[src/hw/rtl/tmr_pkg.sv]
// Shared types and constants for the one-shot software timer table.
// Used by the channel interfaces, the slot memory, the controller and the APB register block.
package tmr_pkg;

  localparam int SLOTS_DEF = 10;

  localparam int KIND_W = 2;
  localparam int TAG_W = 16;
  localparam int DATA_W = 32;
  localparam int SLOT_W = 4;
  localparam int APB_DATA_W = 32;
  localparam int APB_ADDR_W = 3;

  localparam logic [APB_ADDR_W-3:0] REG_SINGLE_TASK = 1'b0;

  typedef enum logic [KIND_W-1:0] {
    KIND_CREATE = 2'd0,
    KIND_DELETE = 2'd1,
    KIND_TICK   = 2'd2
  } tmr_kind_t;

  typedef enum logic [2:0] {
    ST_IDLE = 3'b001,
    ST_SCAN = 3'b010,
    ST_DONE = 3'b100
  } tmr_state_t;

  typedef struct packed {
    logic [TAG_W-1:0]  handler;
    logic [DATA_W-1:0] arg;
    logic [DATA_W-1:0] deadline;
  } tmr_entry_t;

  typedef struct packed {
    logic              create_ok;
    logic [SLOT_W-1:0] created_slot;
    logic              fired;
    logic [TAG_W-1:0]  fired_handler;
    logic [DATA_W-1:0] fired_arg;
    logic              switch_request;
  } tmr_rsp_t;

  typedef struct packed {
    logic one_task;
  } tmr_cfg_t;

endpackage

[src/hw/rtl/tmr_if.sv]
// Request and response channel interfaces of the timer table.
// Depends on tmr_pkg for the field widths.
interface tmr_req_if;
  logic                          valid;
  logic                          ready;
  logic [tmr_pkg::KIND_W-1:0]    kind;
  logic [tmr_pkg::TAG_W-1:0]     handler_tag;
  logic [tmr_pkg::DATA_W-1:0]    arg_token;
  logic [tmr_pkg::DATA_W-1:0]    timeout;
  logic [tmr_pkg::SLOT_W-1:0]    slot_index;

  modport source(output valid, kind, handler_tag, arg_token, timeout, slot_index,
                 input ready);
  modport sink(input valid, kind, handler_tag, arg_token, timeout, slot_index,
               output ready);
endinterface

interface tmr_rsp_if;
  logic                          valid;
  logic                          ready;
  logic                          create_ok;
  logic [tmr_pkg::SLOT_W-1:0]    created_slot;
  logic                          fired;
  logic [tmr_pkg::TAG_W-1:0]     fired_handler;
  logic [tmr_pkg::DATA_W-1:0]    fired_arg;
  logic                          switch_request;

  modport source(output valid, create_ok, created_slot, fired, fired_handler, fired_arg,
                 switch_request, input ready);
  modport sink(input valid, create_ok, created_slot, fired, fired_handler, fired_arg,
               switch_request, output ready);
endinterface

[src/hw/rtl/one_shot_software_timer_table.sv]
// Top level of the one-shot software timer table. Depends on tmr_pkg, tmr_if, tmr_mem,
// tmr_apb and tmr_ctrl.
// The block takes one request at a time and returns exactly one response per request.
// Create, delete and unknown requests go straight from idle to the done state, where the
// response moves into the output register as soon as that register is free.
// A tick walks the slot memory one entry per cycle through its single read port and
// stops at the first expired live slot or after the last slot, then enters the done state.
// A finished response waits in the output register while the next request is already taken.
// The single-task mode bit is register 0 of the APB port.
module one_shot_software_timer_table #(
  parameter int SLOTS = tmr_pkg::SLOTS_DEF
) (
  input  logic                              clk,
  input  logic                              rst,
  tmr_req_if.sink                           req,
  tmr_rsp_if.source                         rsp,
  input  logic                              psel,
  input  logic                              penable,
  input  logic                              pwrite,
  input  logic [tmr_pkg::APB_ADDR_W-1:0]    paddr,
  input  logic [tmr_pkg::APB_DATA_W-1:0]    pwdata,
  output logic [tmr_pkg::APB_DATA_W-1:0]    prdata,
  output logic                              pready
);

  localparam int IDX_W = (SLOTS > 1) ? $clog2(SLOTS) : 1;

  tmr_pkg::tmr_cfg_t    cfg;
  logic                 mem_we;
  logic [IDX_W-1:0]     mem_waddr;
  tmr_pkg::tmr_entry_t  mem_wdata;
  logic [IDX_W-1:0]     mem_raddr;
  tmr_pkg::tmr_entry_t  mem_rdata;

  tmr_apb u_apb (
    .clk     (clk),
    .rst     (rst),
    .psel    (psel),
    .penable (penable),
    .pwrite  (pwrite),
    .paddr   (paddr),
    .pwdata  (pwdata),
    .prdata  (prdata),
    .pready  (pready),
    .cfg     (cfg)
  );

  tmr_mem #(
    .DEPTH (SLOTS),
    .IDX_W (IDX_W)
  ) u_mem (
    .clk   (clk),
    .we    (mem_we),
    .waddr (mem_waddr),
    .wdata (mem_wdata),
    .raddr (mem_raddr),
    .rdata (mem_rdata)
  );

  tmr_ctrl #(
    .SLOTS (SLOTS),
    .IDX_W (IDX_W)
  ) u_ctrl (
    .clk       (clk),
    .rst       (rst),
    .req       (req),
    .rsp       (rsp),
    .cfg       (cfg),
    .mem_we    (mem_we),
    .mem_waddr (mem_waddr),
    .mem_wdata (mem_wdata),
    .mem_raddr (mem_raddr),
    .mem_rdata (mem_rdata)
  );

endmodule

[src/hw/rtl/tmr_mem.sv]
// Slot memory: handler tag, argument token and deadline of every timer slot.
// One write port, one read port with registered read data. Depends on tmr_pkg.
module tmr_mem #(
  parameter int DEPTH = tmr_pkg::SLOTS_DEF,
  parameter int IDX_W = 4
) (
  input  logic                clk,
  input  logic                we,
  input  logic [IDX_W-1:0]    waddr,
  input  tmr_pkg::tmr_entry_t wdata,
  input  logic [IDX_W-1:0]    raddr,
  output tmr_pkg::tmr_entry_t rdata
);

  tmr_pkg::tmr_entry_t mem [DEPTH];

  always_ff @(posedge clk) begin
    if (we) begin
      mem[waddr] <= wdata;
    end
    rdata <= mem[raddr];
  end

endmodule

[src/hw/rtl/tmr_apb.sv]
// APB register block holding the single-task mode bit.
// Depends on tmr_pkg for the address map and the configuration struct.
module tmr_apb (
  input  logic                              clk,
  input  logic                              rst,
  input  logic                              psel,
  input  logic                              penable,
  input  logic                              pwrite,
  input  logic [tmr_pkg::APB_ADDR_W-1:0]    paddr,
  input  logic [tmr_pkg::APB_DATA_W-1:0]    pwdata,
  output logic [tmr_pkg::APB_DATA_W-1:0]    prdata,
  output logic                              pready,
  output tmr_pkg::tmr_cfg_t                 cfg
);

  logic                                one_task;
  logic [tmr_pkg::APB_ADDR_W-3:0]      reg_idx;
  logic                                wr;

  assign reg_idx = paddr[tmr_pkg::APB_ADDR_W-1:2];
  assign pready  = 1'b1;
  assign wr      = psel && penable && pwrite && pready;

  always_ff @(posedge clk) begin
    if (rst) begin
      one_task <= 1'b0;
    end else if (wr && reg_idx == tmr_pkg::REG_SINGLE_TASK) begin
      one_task <= pwdata[0];
    end
  end

  always_comb begin
    prdata = '0;
    if (reg_idx == tmr_pkg::REG_SINGLE_TASK) begin
      prdata[0] = one_task;
    end
  end

  assign cfg.one_task = one_task;

endmodule

[src/hw/rtl/tmr_ctrl.sv]
// Request sequencer of the timer table: live-slot bits, tick counter, expiry scan
// over the slot memory and the response register. Depends on tmr_pkg and tmr_if.
module tmr_ctrl #(
  parameter int SLOTS = tmr_pkg::SLOTS_DEF,
  parameter int IDX_W = 4
) (
  input  logic                 clk,
  input  logic                 rst,
  tmr_req_if.sink              req,
  tmr_rsp_if.source            rsp,
  input  tmr_pkg::tmr_cfg_t    cfg,
  output logic                 mem_we,
  output logic [IDX_W-1:0]     mem_waddr,
  output tmr_pkg::tmr_entry_t  mem_wdata,
  output logic [IDX_W-1:0]     mem_raddr,
  input  tmr_pkg::tmr_entry_t  mem_rdata
);

  localparam logic [IDX_W-1:0] LAST_IDX = IDX_W'(SLOTS - 1);

  tmr_pkg::tmr_state_t           state;
  logic [SLOTS-1:0]              live;
  logic [tmr_pkg::DATA_W-1:0]    tick_count;
  logic [IDX_W-1:0]              chk_idx;
  tmr_pkg::tmr_rsp_t             pend;
  tmr_pkg::tmr_rsp_t             obuf;
  logic                          ovalid;

  logic                          accept;
  logic                          free_found;
  logic [IDX_W-1:0]              free_idx;
  logic                          create_go;
  logic                          del_go;
  logic                          hit;
  logic                          scan_last;
  logic                          load;
  tmr_pkg::tmr_rsp_t             start_rsp;
  tmr_pkg::tmr_rsp_t             fire_rsp;

  assign req.ready = (state == tmr_pkg::ST_IDLE);
  assign accept    = req.valid && req.ready;

  always_comb begin
    free_found = 1'b0;
    free_idx   = '0;
    for (int i = SLOTS - 1; i >= 0; i--) begin
      if (!live[i]) begin
        free_found = 1'b1;
        free_idx   = IDX_W'(i);
      end
    end
  end

  assign create_go = accept && req.kind == tmr_pkg::KIND_CREATE && req.handler_tag != '0 &&
                     req.timeout != '0 && free_found;
  assign del_go    = ({1'b0, req.slot_index} < (tmr_pkg::SLOT_W + 1)'(SLOTS));

  assign mem_we             = create_go;
  assign mem_waddr          = free_idx;
  assign mem_wdata.handler  = req.handler_tag;
  assign mem_wdata.arg      = req.arg_token;
  assign mem_wdata.deadline = tick_count + req.timeout;

  assign scan_last = (chk_idx == LAST_IDX);
  assign mem_raddr = (state == tmr_pkg::ST_SCAN && !scan_last) ? chk_idx + 1'b1 : '0;
  assign hit       = (state == tmr_pkg::ST_SCAN) && live[chk_idx] &&
                     (mem_rdata.deadline <= tick_count);

  assign load = (state == tmr_pkg::ST_DONE) && (!ovalid || rsp.ready);

  always_comb begin
    start_rsp                = '0;
    start_rsp.create_ok      = create_go;
    start_rsp.created_slot   = create_go ? tmr_pkg::SLOT_W'(free_idx) : '0;
    start_rsp.switch_request = (req.kind == tmr_pkg::KIND_TICK) && !cfg.one_task;
  end

  always_comb begin
    fire_rsp               = pend;
    fire_rsp.fired         = 1'b1;
    fire_rsp.fired_handler = mem_rdata.handler;
    fire_rsp.fired_arg     = mem_rdata.arg;
  end

  always_ff @(posedge clk) begin
    if (rst) begin
      state      <= tmr_pkg::ST_IDLE;
      live       <= '0;
      tick_count <= '0;
      ovalid     <= 1'b0;
      chk_idx    <= '0;
      pend       <= '0;
      obuf       <= '0;
    end else begin
      if (load) begin
        ovalid <= 1'b1;
        obuf   <= pend;
      end else if (rsp.ready) begin
        ovalid <= 1'b0;
      end

      case (state)
        tmr_pkg::ST_IDLE: begin
          if (accept) begin
            pend  <= start_rsp;
            state <= (req.kind == tmr_pkg::KIND_TICK) ? tmr_pkg::ST_SCAN : tmr_pkg::ST_DONE;
            case (req.kind)
              tmr_pkg::KIND_CREATE: begin
                if (create_go) begin
                  live[free_idx] <= 1'b1;
                end
              end
              tmr_pkg::KIND_DELETE: begin
                if (del_go) begin
                  live[req.slot_index[IDX_W-1:0]] <= 1'b0;
                end
              end
              tmr_pkg::KIND_TICK: begin
                tick_count <= tick_count + 1'b1;
                chk_idx    <= '0;
              end
              default: begin
              end
            endcase
          end
        end
        tmr_pkg::ST_SCAN: begin
          if (hit) begin
            pend          <= fire_rsp;
            live[chk_idx] <= 1'b0;
            state         <= tmr_pkg::ST_DONE;
          end else if (scan_last) begin
            state <= tmr_pkg::ST_DONE;
          end else begin
            chk_idx <= chk_idx + 1'b1;
          end
        end
        tmr_pkg::ST_DONE: begin
          if (load) begin
            state <= tmr_pkg::ST_IDLE;
          end
        end
        default: begin
          state <= tmr_pkg::ST_IDLE;
        end
      endcase
    end
  end

  assign rsp.valid          = ovalid;
  assign rsp.create_ok      = obuf.create_ok;
  assign rsp.created_slot   = obuf.created_slot;
  assign rsp.fired          = obuf.fired;
  assign rsp.fired_handler  = obuf.fired_handler;
  assign rsp.fired_arg      = obuf.fired_arg;
  assign rsp.switch_request = obuf.switch_request;

endmodule
[src/flat_wrapper.sv]
// flat-port wrapper written by rule: the top's interface ports become plain ports
module one_shot_software_timer_table_flat 
#(
  parameter int SLOTS = tmr_pkg::SLOTS_DEF
)
  (clk, rst, psel, penable, pwrite, paddr, pwdata, prdata, pready, req_valid, req_kind, req_handler_tag, req_arg_token, req_timeout, req_slot_index, req_ready, rsp_valid, rsp_create_ok, rsp_created_slot, rsp_fired, rsp_fired_handler, rsp_fired_arg, rsp_switch_request, rsp_ready);
  tmr_req_if req_i ();
  tmr_rsp_if rsp_i ();
  input  logic clk;
  input  logic rst;
  input  logic psel;
  input  logic penable;
  input  logic pwrite;
  input  logic [tmr_pkg::APB_ADDR_W-1:0] paddr;
  input  logic [tmr_pkg::APB_DATA_W-1:0] pwdata;
  output logic [tmr_pkg::APB_DATA_W-1:0] prdata;
  output logic pready;
  input wire logic [$bits(req_i.valid)-1:0] req_valid;
  input wire logic [$bits(req_i.kind)-1:0] req_kind;
  input wire logic [$bits(req_i.handler_tag)-1:0] req_handler_tag;
  input wire logic [$bits(req_i.arg_token)-1:0] req_arg_token;
  input wire logic [$bits(req_i.timeout)-1:0] req_timeout;
  input wire logic [$bits(req_i.slot_index)-1:0] req_slot_index;
  output wire logic [$bits(req_i.ready)-1:0] req_ready;
  output wire logic [$bits(rsp_i.valid)-1:0] rsp_valid;
  output wire logic [$bits(rsp_i.create_ok)-1:0] rsp_create_ok;
  output wire logic [$bits(rsp_i.created_slot)-1:0] rsp_created_slot;
  output wire logic [$bits(rsp_i.fired)-1:0] rsp_fired;
  output wire logic [$bits(rsp_i.fired_handler)-1:0] rsp_fired_handler;
  output wire logic [$bits(rsp_i.fired_arg)-1:0] rsp_fired_arg;
  output wire logic [$bits(rsp_i.switch_request)-1:0] rsp_switch_request;
  input wire logic [$bits(rsp_i.ready)-1:0] rsp_ready;
  assign req_i.valid = req_valid;
  assign req_i.kind = req_kind;
  assign req_i.handler_tag = req_handler_tag;
  assign req_i.arg_token = req_arg_token;
  assign req_i.timeout = req_timeout;
  assign req_i.slot_index = req_slot_index;
  assign req_ready = req_i.ready;
  assign rsp_valid = rsp_i.valid;
  assign rsp_create_ok = rsp_i.create_ok;
  assign rsp_created_slot = rsp_i.created_slot;
  assign rsp_fired = rsp_i.fired;
  assign rsp_fired_handler = rsp_i.fired_handler;
  assign rsp_fired_arg = rsp_i.fired_arg;
  assign rsp_switch_request = rsp_i.switch_request;
  assign rsp_i.ready = rsp_ready;
  one_shot_software_timer_table #(.SLOTS(SLOTS)) u_core (.clk(clk), .rst(rst), .req(req_i), .rsp(rsp_i), .psel(psel), .penable(penable), .pwrite(pwrite), .paddr(paddr), .pwdata(pwdata), .prdata(prdata), .pready(pready));
endmodule
[config.mk]
export PLATFORM = sky130hd
export DESIGN_NAME = one_shot_software_timer_table_flat
export DESIGN_NICKNAME = d
export VERILOG_FILES = /design/src/hw/rtl/tmr_pkg.sv /design/src/hw/rtl/tmr_if.sv /design/src/hw/rtl/one_shot_software_timer_table.sv /design/src/hw/rtl/tmr_mem.sv /design/src/hw/rtl/tmr_apb.sv /design/src/hw/rtl/tmr_ctrl.sv /design/src/flat_wrapper.sv
export SDC_FILE = /design/constraint.sdc
export NUM_CORES = 2
export LEC_CHECK = 0
export ABC_AREA = 0
export ABC_CLOCK_PERIOD_IN_PS = 12250
export BUFFER_PORTS_ARGS = -buffer_cell sky130_fd_sc_hd__clkbuf_2
export CAP_MARGIN = 30
export CELL_PAD_IN_SITES_DETAIL_PLACEMENT = 1
export CELL_PAD_IN_SITES_GLOBAL_PLACEMENT = 1
export CORE_ASPECT_RATIO = 0.7
export CORE_MARGIN = 4
export CORE_UTILIZATION = 35
export DETAILED_ROUTE_END_ITERATION = 8
export PLACE_DENSITY = 0.61
export SYNTH_ARGS = -nofsm -noshare
export SYNTH_HDL_FRONTEND = slang
export SYNTH_SLANG_ARGS = --single-unit
[constraint.sdc]
create_clock -name clk -period 12.25 [get_ports clk]
set_input_delay 1.225 -clock clk [delete_from_list [all_inputs] [get_ports clk]]
set_output_delay 1.225 -clock clk [all_outputs]
set_load 0.005 [all_outputs]
# Yosys cells after proc, flatten, opt, wreduce, memory -nomap -nowiden
# Memories as Yosys holds them, arrays and structs flattened. A register that Yosys moved wholly into a read port is not among the register bits.
# Index checks and enable logic that the tools add are counted.
dict set report word_totals {
  regBits 161
  latch_bits 0
  mem_bits_rw 800
  romBits 0
  in_bits 128
  out_inout_bits 90
  wordCells 139
  memories 1
}
dict set report op_classes {
  addsub 3
  n_mul 0
  n_div 0
  magnitude_cmp 8
  n_eq_ne 16
  shifts 0
  muxes 55
  bitwise 7
  reduce_logical 31
}
# name depth width rd rd_ports_with_merged_regs wr line_no
set memory_table {}
lappend memory_table {u_core.u_mem.mem 10 80 1 1 1 tmr_mem.sv:15} ;# tmr_pkg::tmr_entry_t mem [DEPTH];
# cell n
set ops {}
lappend ops {{$pmux 55 s2} 1}
lappend ops {{$mux 4} 16}
lappend ops {{$mux 55} 1}
lappend ops {{$mux 50} 1}
lappend ops {{$mux 10} 4}
lappend ops {{$pmux 10 s2} 2}
lappend ops {{$add 32x1->32 const B} 1}
lappend ops {{$add 32x32->32} 1}
lappend ops {{$le 32x32->1} 1}
lappend ops {{$reduce_bool 32->1} 1}
lappend ops {{$and 10x10->10} 2}
lappend ops {{$not 10->10} 2}
lappend ops {{$mux 1} 19}
lappend ops {{$logic_and 1x1->1} 16}
lappend ops {{$reduce_bool 16->1} 1}
lappend ops {{$lt 4x5->1 const B} 3}
lappend ops {{$mux 3} 5}
lappend ops {{$demux 1 s4} 3}
lappend ops {{$ge 4x1->1 const B} 3}
lappend ops {{$reduce_and 3->1} 4}
lappend ops {{$or 10x10->10} 1}
lappend ops {{$ne 3x3->1 const B} 3}
lappend ops {{$pmux 3 s3} 1}
lappend ops {{$ne 2x2->1 const B} 4}
lappend ops {{19 further kinds} 24}

# Depth between registers and ports, before layout
dict set report logic_depth {
  depth_word 19
  mapped_depth 13
  ltp_nobuf 11
}

# By module
# Synthesis repeated with hierarchy kept, for this count alone.
dict set report unflattened {
  cells_unflattened 2969
  area_unflattened_um2 42758.5
}
# module instances cells_each area_each_um2 seq_area_each_um2
set by_module_without_submodules {}
lappend by_module_without_submodules {tmr_mem 1 1717 33123.0 25624.6}
lappend by_module_without_submodules {tmr_ctrl 1 1212 9326.4 3203.1}
lappend by_module_without_submodules {tmr_apb 1 40 309.0 20.0}

# Worst setup path before layout
# No wires, ideal clock.
dict set report synth_timing {
  path_kind {input -> register}
  start {in req_valid}
  end {mem u_core.u_mem.mem[2][0] in the netlist's numbering, enable pin}
  setup_time_ns 0.519
  arrival_ns 5.450
  slack_ns 6.281
  cell_stages 5
  path_cell_list {nand2_2 a311oi_1 o211ai_1 or2_2 nor2_1}
}
dict set report synth_via {
  elab_chain_cells 7
}
# item line_no
set synth_lines {}
lappend synth_lines {{start: declaration} flat_wrapper.sv:18} ;# input wire logic [$bits(req_i.valid)-1:0] req_valid;
lappend synth_lines {{$logic_and 1x1->1} tmr_ctrl.sv:41} ;# assign accept = req.valid && req.ready;
lappend synth_lines {{$logic_and 1x1->1 (3 in series)} tmr_ctrl.sv:54} ;# assign create_go = accept && req.kind == tmr_pkg::KIND_CREATE && req.handler_tag != '0 &&
lappend synth_lines {{$logic_and 1x1->1} tmr_ctrl.sv:55} ;# req.timeout != '0 && free_found;
lappend synth_lines {{$mux 1} tmr_mem.sv:18} ;# if (we) begin
lappend synth_lines {{$mux 1 (implied by the code)} tmr_mem.sv:19} ;# mem[waddr] <= wdata;
lappend synth_lines {{end: declaration} tmr_mem.sv:15}
# Every way passes these cells.

# Worst setup path in the final report
dict set report layout_timing {
  start {reg u_core.u_ctrl.chk_idx[0]}
  end {reg, netlist name u_core.u_mem.rdata[41]}
}
dict set report layout_via {
  elab_chain_cells 4
  word_cells_on_any_way 5
  cone_classes {add/sub (1); eq/ne (1); mux (1); reduce/logical (2)}
}
# item line_no
set layout_lines {}
lappend layout_lines {{start: declaration} tmr_ctrl.sv:24} ;# logic [IDX_W-1:0] chk_idx;
lappend layout_lines {{start signal: assignment} tmr_ctrl.sv:135} ;# chk_idx <= chk_idx + 1'b1;
lappend layout_lines {{parallel branches: the longest is 3 deep, another holds $add 4x1->4} -}
lappend layout_lines {{$mux 4 *} tmr_ctrl.sv:65} ;# assign mem_raddr = (state == tmr_pkg::ST_SCAN && !scan_last) ? chk_idx + 1'b1 : '0;
# Every way passes the cells marked *.
# A chain may end at the register's enable or synchronous reset.

==> run metrics <==
CTS tree done; Port Buffers 152; maxcap violations 0; via count 27900; first-pass detailed-route iteration total 5; routability cong. 0.773; ys async rst share 0%; count of cell types in the netlist 80; insertion delay to the later sink of the worst-skew pair 0.70 ns; Layout Cells excl Fill 5192; Syn Area/Cell 12.1 µm²; Mapped Area 41600 µm²; min-delay worst type flop to flop; share of layout cells above drive strength 1 11.1%; first-pass GRT wire length 187000 µm; Hold WS between 0.4 and 0.5 ns; Slew HR roughly 29%; CTS H-tree lvls 3; Crit Path Class flop to flop; post-synthesis sequential area ratio 69.4%; Total Wirelength between 100000 and 150000 µm; reg2reg path depth 7; Crit. End Element flop; Ys Warns 0; initial core utilization 35.4%; actual slew at the worst max-slew pin about 1.1 ns; Root Driver clkbuf_16; cts hold-fix bufs 0; RSZ-0062 raised after global routing no; I/O Pins 218; Post-synth EDFFs 800; GR Layer Usage met1 28.7%; vias in the first global route 28400; fmax 0.209 GHz; Max clock buf depth 3; Setup TNS 0 ns; Critical Path Source Type flop; synthesized flop and latch total 1041; fin crit share between 30% and 40%; Detail Placement HPWL 70100 µm; total power about 7.3 mW; leakage ~16 nW; final count of negative-setup-slack endpoints 0; Critical Path Fanout Max 58; Die Height 296 µm; postcts setup bufs 0; Final Hold Vio Count 0; Iter 0 DRT Violations 2101; Arrival @ worst endpoint 5.27 ns; post-route antenna net violation count 0; grt ovf 0; PwrDens ~150 nW/µm²; fin util 40.4%; most used routing layer met2; vias per inst 5.38; clock tree sinks 1041; CTS Buf Count 106; synthesized instance count 3436; clk slew on worst S/H paths 0.06 ns; post-CTS resize count 0; Layout area overhead 14.3%; Core Region around 120000 µm²; Tot GR Track Use 19.9%; ys flop type edfxtp_1; Worst R2R Start u_core.u_ctrl.chk_idx[0]; R2R setup slack about 7.5 ns; met3 Use GR approximately 3.7%; die area between 100000 and 150000 µm²; drt wl/cell 24.2 µm; antenna violations before repair 17; clock skew around 0.027 ns; Slew Limit Fails 0; Cells after DPL 4983; IR drop worst, VDD about 0.099 mV; Worst Path Required 12.72 ns; # DRC 0; worst setup path endpoint u_core.u_mem.rdata[41]; Final nets 3741; status completed; Worst Setup SP u_core.u_ctrl.chk_idx[0]; R2R Path End u_core.u_mem.rdata[41]; met2 Track Usage GR 30.9%; Tmin final 4.79 ns; DIE WIDTH 420 µm; largest net degree at the start of global routing about 110; Rows about 110
==> synth_stat cells (4+ instances only) <==
cell type / n / share of area [%]
o22ai_1: 80 / 1.2
a211oi_1: 86 / 1.6
or3_1: 6 / 0.090
buf_4: 33 / 0.60
nand2b_1: 13 / 0.20
nand3_1: 226 / 2.7
nor2b_1: 13 / 0.20
o211ai_1: 5 / 0.090
nor2_1: 87 / 0.79
xor2_1: 9 / 0.19
clkbuf_1: 161 / 1.5
buf_2: 39 / 0.47
nor3_1: 8 / 0.096
a311oi_1: 81 / 1.7
nor4_1: 24 / 0.36
nand4_1: 22 / 0.33
o31a_1: 4 / 0.084
a21o_1: 18 / 0.32
a31oi_1: 88 / 1.3
inv_1: 50 / 0.45
and2_1: 6 / 0.090
o21a_1: 9 / 0.16
ha_1: 68 / 2.0
xnor2_1: 45 / 0.95
buf_1: 6 / 0.054
nand2_1: 857 / 7.7
o221a_1: 4 / 0.11
and3_1: 84 / 1.3
o21ai_0: 29 / 0.35
a21oi_1: 156 / 1.9
dfxtp_1: 241 / 12
or2_2: 4 / 0.060
edfxtp_1: 800 / 58
mux2i_1: 5 / 0.12
==> state kept, by name (all words and copies together) (netlist names) <==
| register | flops |
|---|---|
| u_core.u_ctrl.rsp.created_slot | 4 |
| u_core.u_ctrl.rsp.switch_request | 1 |
| u_core.u_mem.rdata | 80 |
| u_core.u_apb.cfg | 1 |
| u_core.u_ctrl.live | 10 |
| u_core.u_ctrl.rsp.valid | 1 |
| u_core.u_ctrl.state | 3 |
| u_core.u_ctrl.fire_rsp | 6 |
| u_core.u_ctrl.rsp.fired_arg | 32 |
| u_core.u_ctrl.rsp.create_ok | 1 |
| u_core.u_ctrl.rsp.fired | 1 |
| u_core.u_ctrl.chk_idx | 4 |
| u_core.u_ctrl.rsp.fired_handler | 16 |
| u_core.u_mem.mem | 800 |
| u_core.u_ctrl.pend | 49 |
| u_core.u_ctrl.tick_count | 32 |
==> layer usage <==
metal  part of all wire (%)  vias to the layer above  wire length (µm)
met3                    5.4                      163              6760
met2                     44                      623             55700
li1                       -                    12800                 -
met1                     48                    14300             59900
met5                  0.073                        -                92
met4                    2.4                       14              3010
==> placed cells by master (no fill, tap or decap), drive strengths merged, types with 6 or more instances in the layout <==
| master | n |
|---|---|
| a21oi | 156 |
| o21a | 9 |
| a211oi | 87 |
| nand4 | 22 |
| and2 | 6 |
| nor3 | 11 |
| nor4 | 26 |
| a31oi | 89 |
| o21ai | 32 |
| clkinv | 23 |
| clkbuf | 314 |
| dfxtp | 241 |
| nor2b | 13 |
| and3 | 84 |
| inv | 52 |
| nand2b | 13 |
| or2 | 6 |
| o22ai | 80 |
| a311oi | 81 |
| a21o | 18 |
| nand2 | 858 |
| xnor2 | 45 |
| buf | 60 |
| conb | 32 |
| nor2 | 87 |
| nand3 | 226 |
| xor2 | 9 |
| ha | 68 |
| or3 | 6 |
| bufinv | 9 |
| diode | 6 |
| edfxtp | 800 |
==> worst min path at each step <==
stage / startpoint / end / slack (ns) / cells past startpoint
final: u_core.u_mem.rdata[44] / u_core.u_ctrl.pend[13] / 0.43 / 2
after CTS: u_core.u_mem.rdata[44] / u_core.u_ctrl.pend[13] / 0.43 / 2
after detailed placement: u_core.u_mem.rdata[65] / u_core.u_ctrl.pend[34] / 0.43 / 2
after floorplan: u_core.u_mem.rdata[41] / u_core.u_ctrl.pend[10] / 0.42 / 2
after global placement: u_core.u_mem.rdata[71] / u_core.u_ctrl.pend[40] / 0.42 / 2
after global routing: u_core.u_mem.rdata[44] / u_core.u_ctrl.pend[13] / 0.45 / 2
==> layout make-up <==
cell class                      instances  area (µm²)
Clock buffer                          163        3050
Clock inverter                         36         448
Multi-Input combinational cell       2133       11700
Timing Repair Buffer                  211        1300
Fill cell                           12400       70100
Sequential cell                      1041       28900
Inverter                               51         194
Antenna cell                            6        15.0
Tap cell                             1551        1940
==> cell families after synthesis <==
group,count (synthesis),share of synthesized area (%)
AOI/OAI and AO/OA,600,9.65
xor gates and xnor gates,54,1.14
adders and majority gates,69,2.09
buffers and inverters,292,3.09
DFF,1041,69.4
muxes,7,0.229
other,2,0.0181
and+or+nand+nor,1371,14.4
==> report_power, final <==
part	switching, mW	total (mW)	leakage, nW	internal [mW]
Combinational	0.136	0.185	5.43	0.0483
Clock	1.37	3.28	1.70	1.91
Sequential	0.00972	3.83	9.17	3.82
Total	1.52	7.29	16.3	5.77
==> critical path, stage by stage (launching register included) <==
cell and delay (ns):
dfxtp_4 0.87, clkinv_2 0.92, ha_1 0.64, nand2_4 0.67, buf_4 0.73, a211oi_1 0.18
a311oi_1 0.29, a31oi_1 0.14
==> through the flow <==
step,area (µm²),setup WS (ns)
finish,47500,7.46
global route,47500,7.26
CTS,47400,7.44
detailed placement,43900,7.01
global placement,43900,6.79
floorplan,41700,6.28
Power figures use the tool's default switching activity.
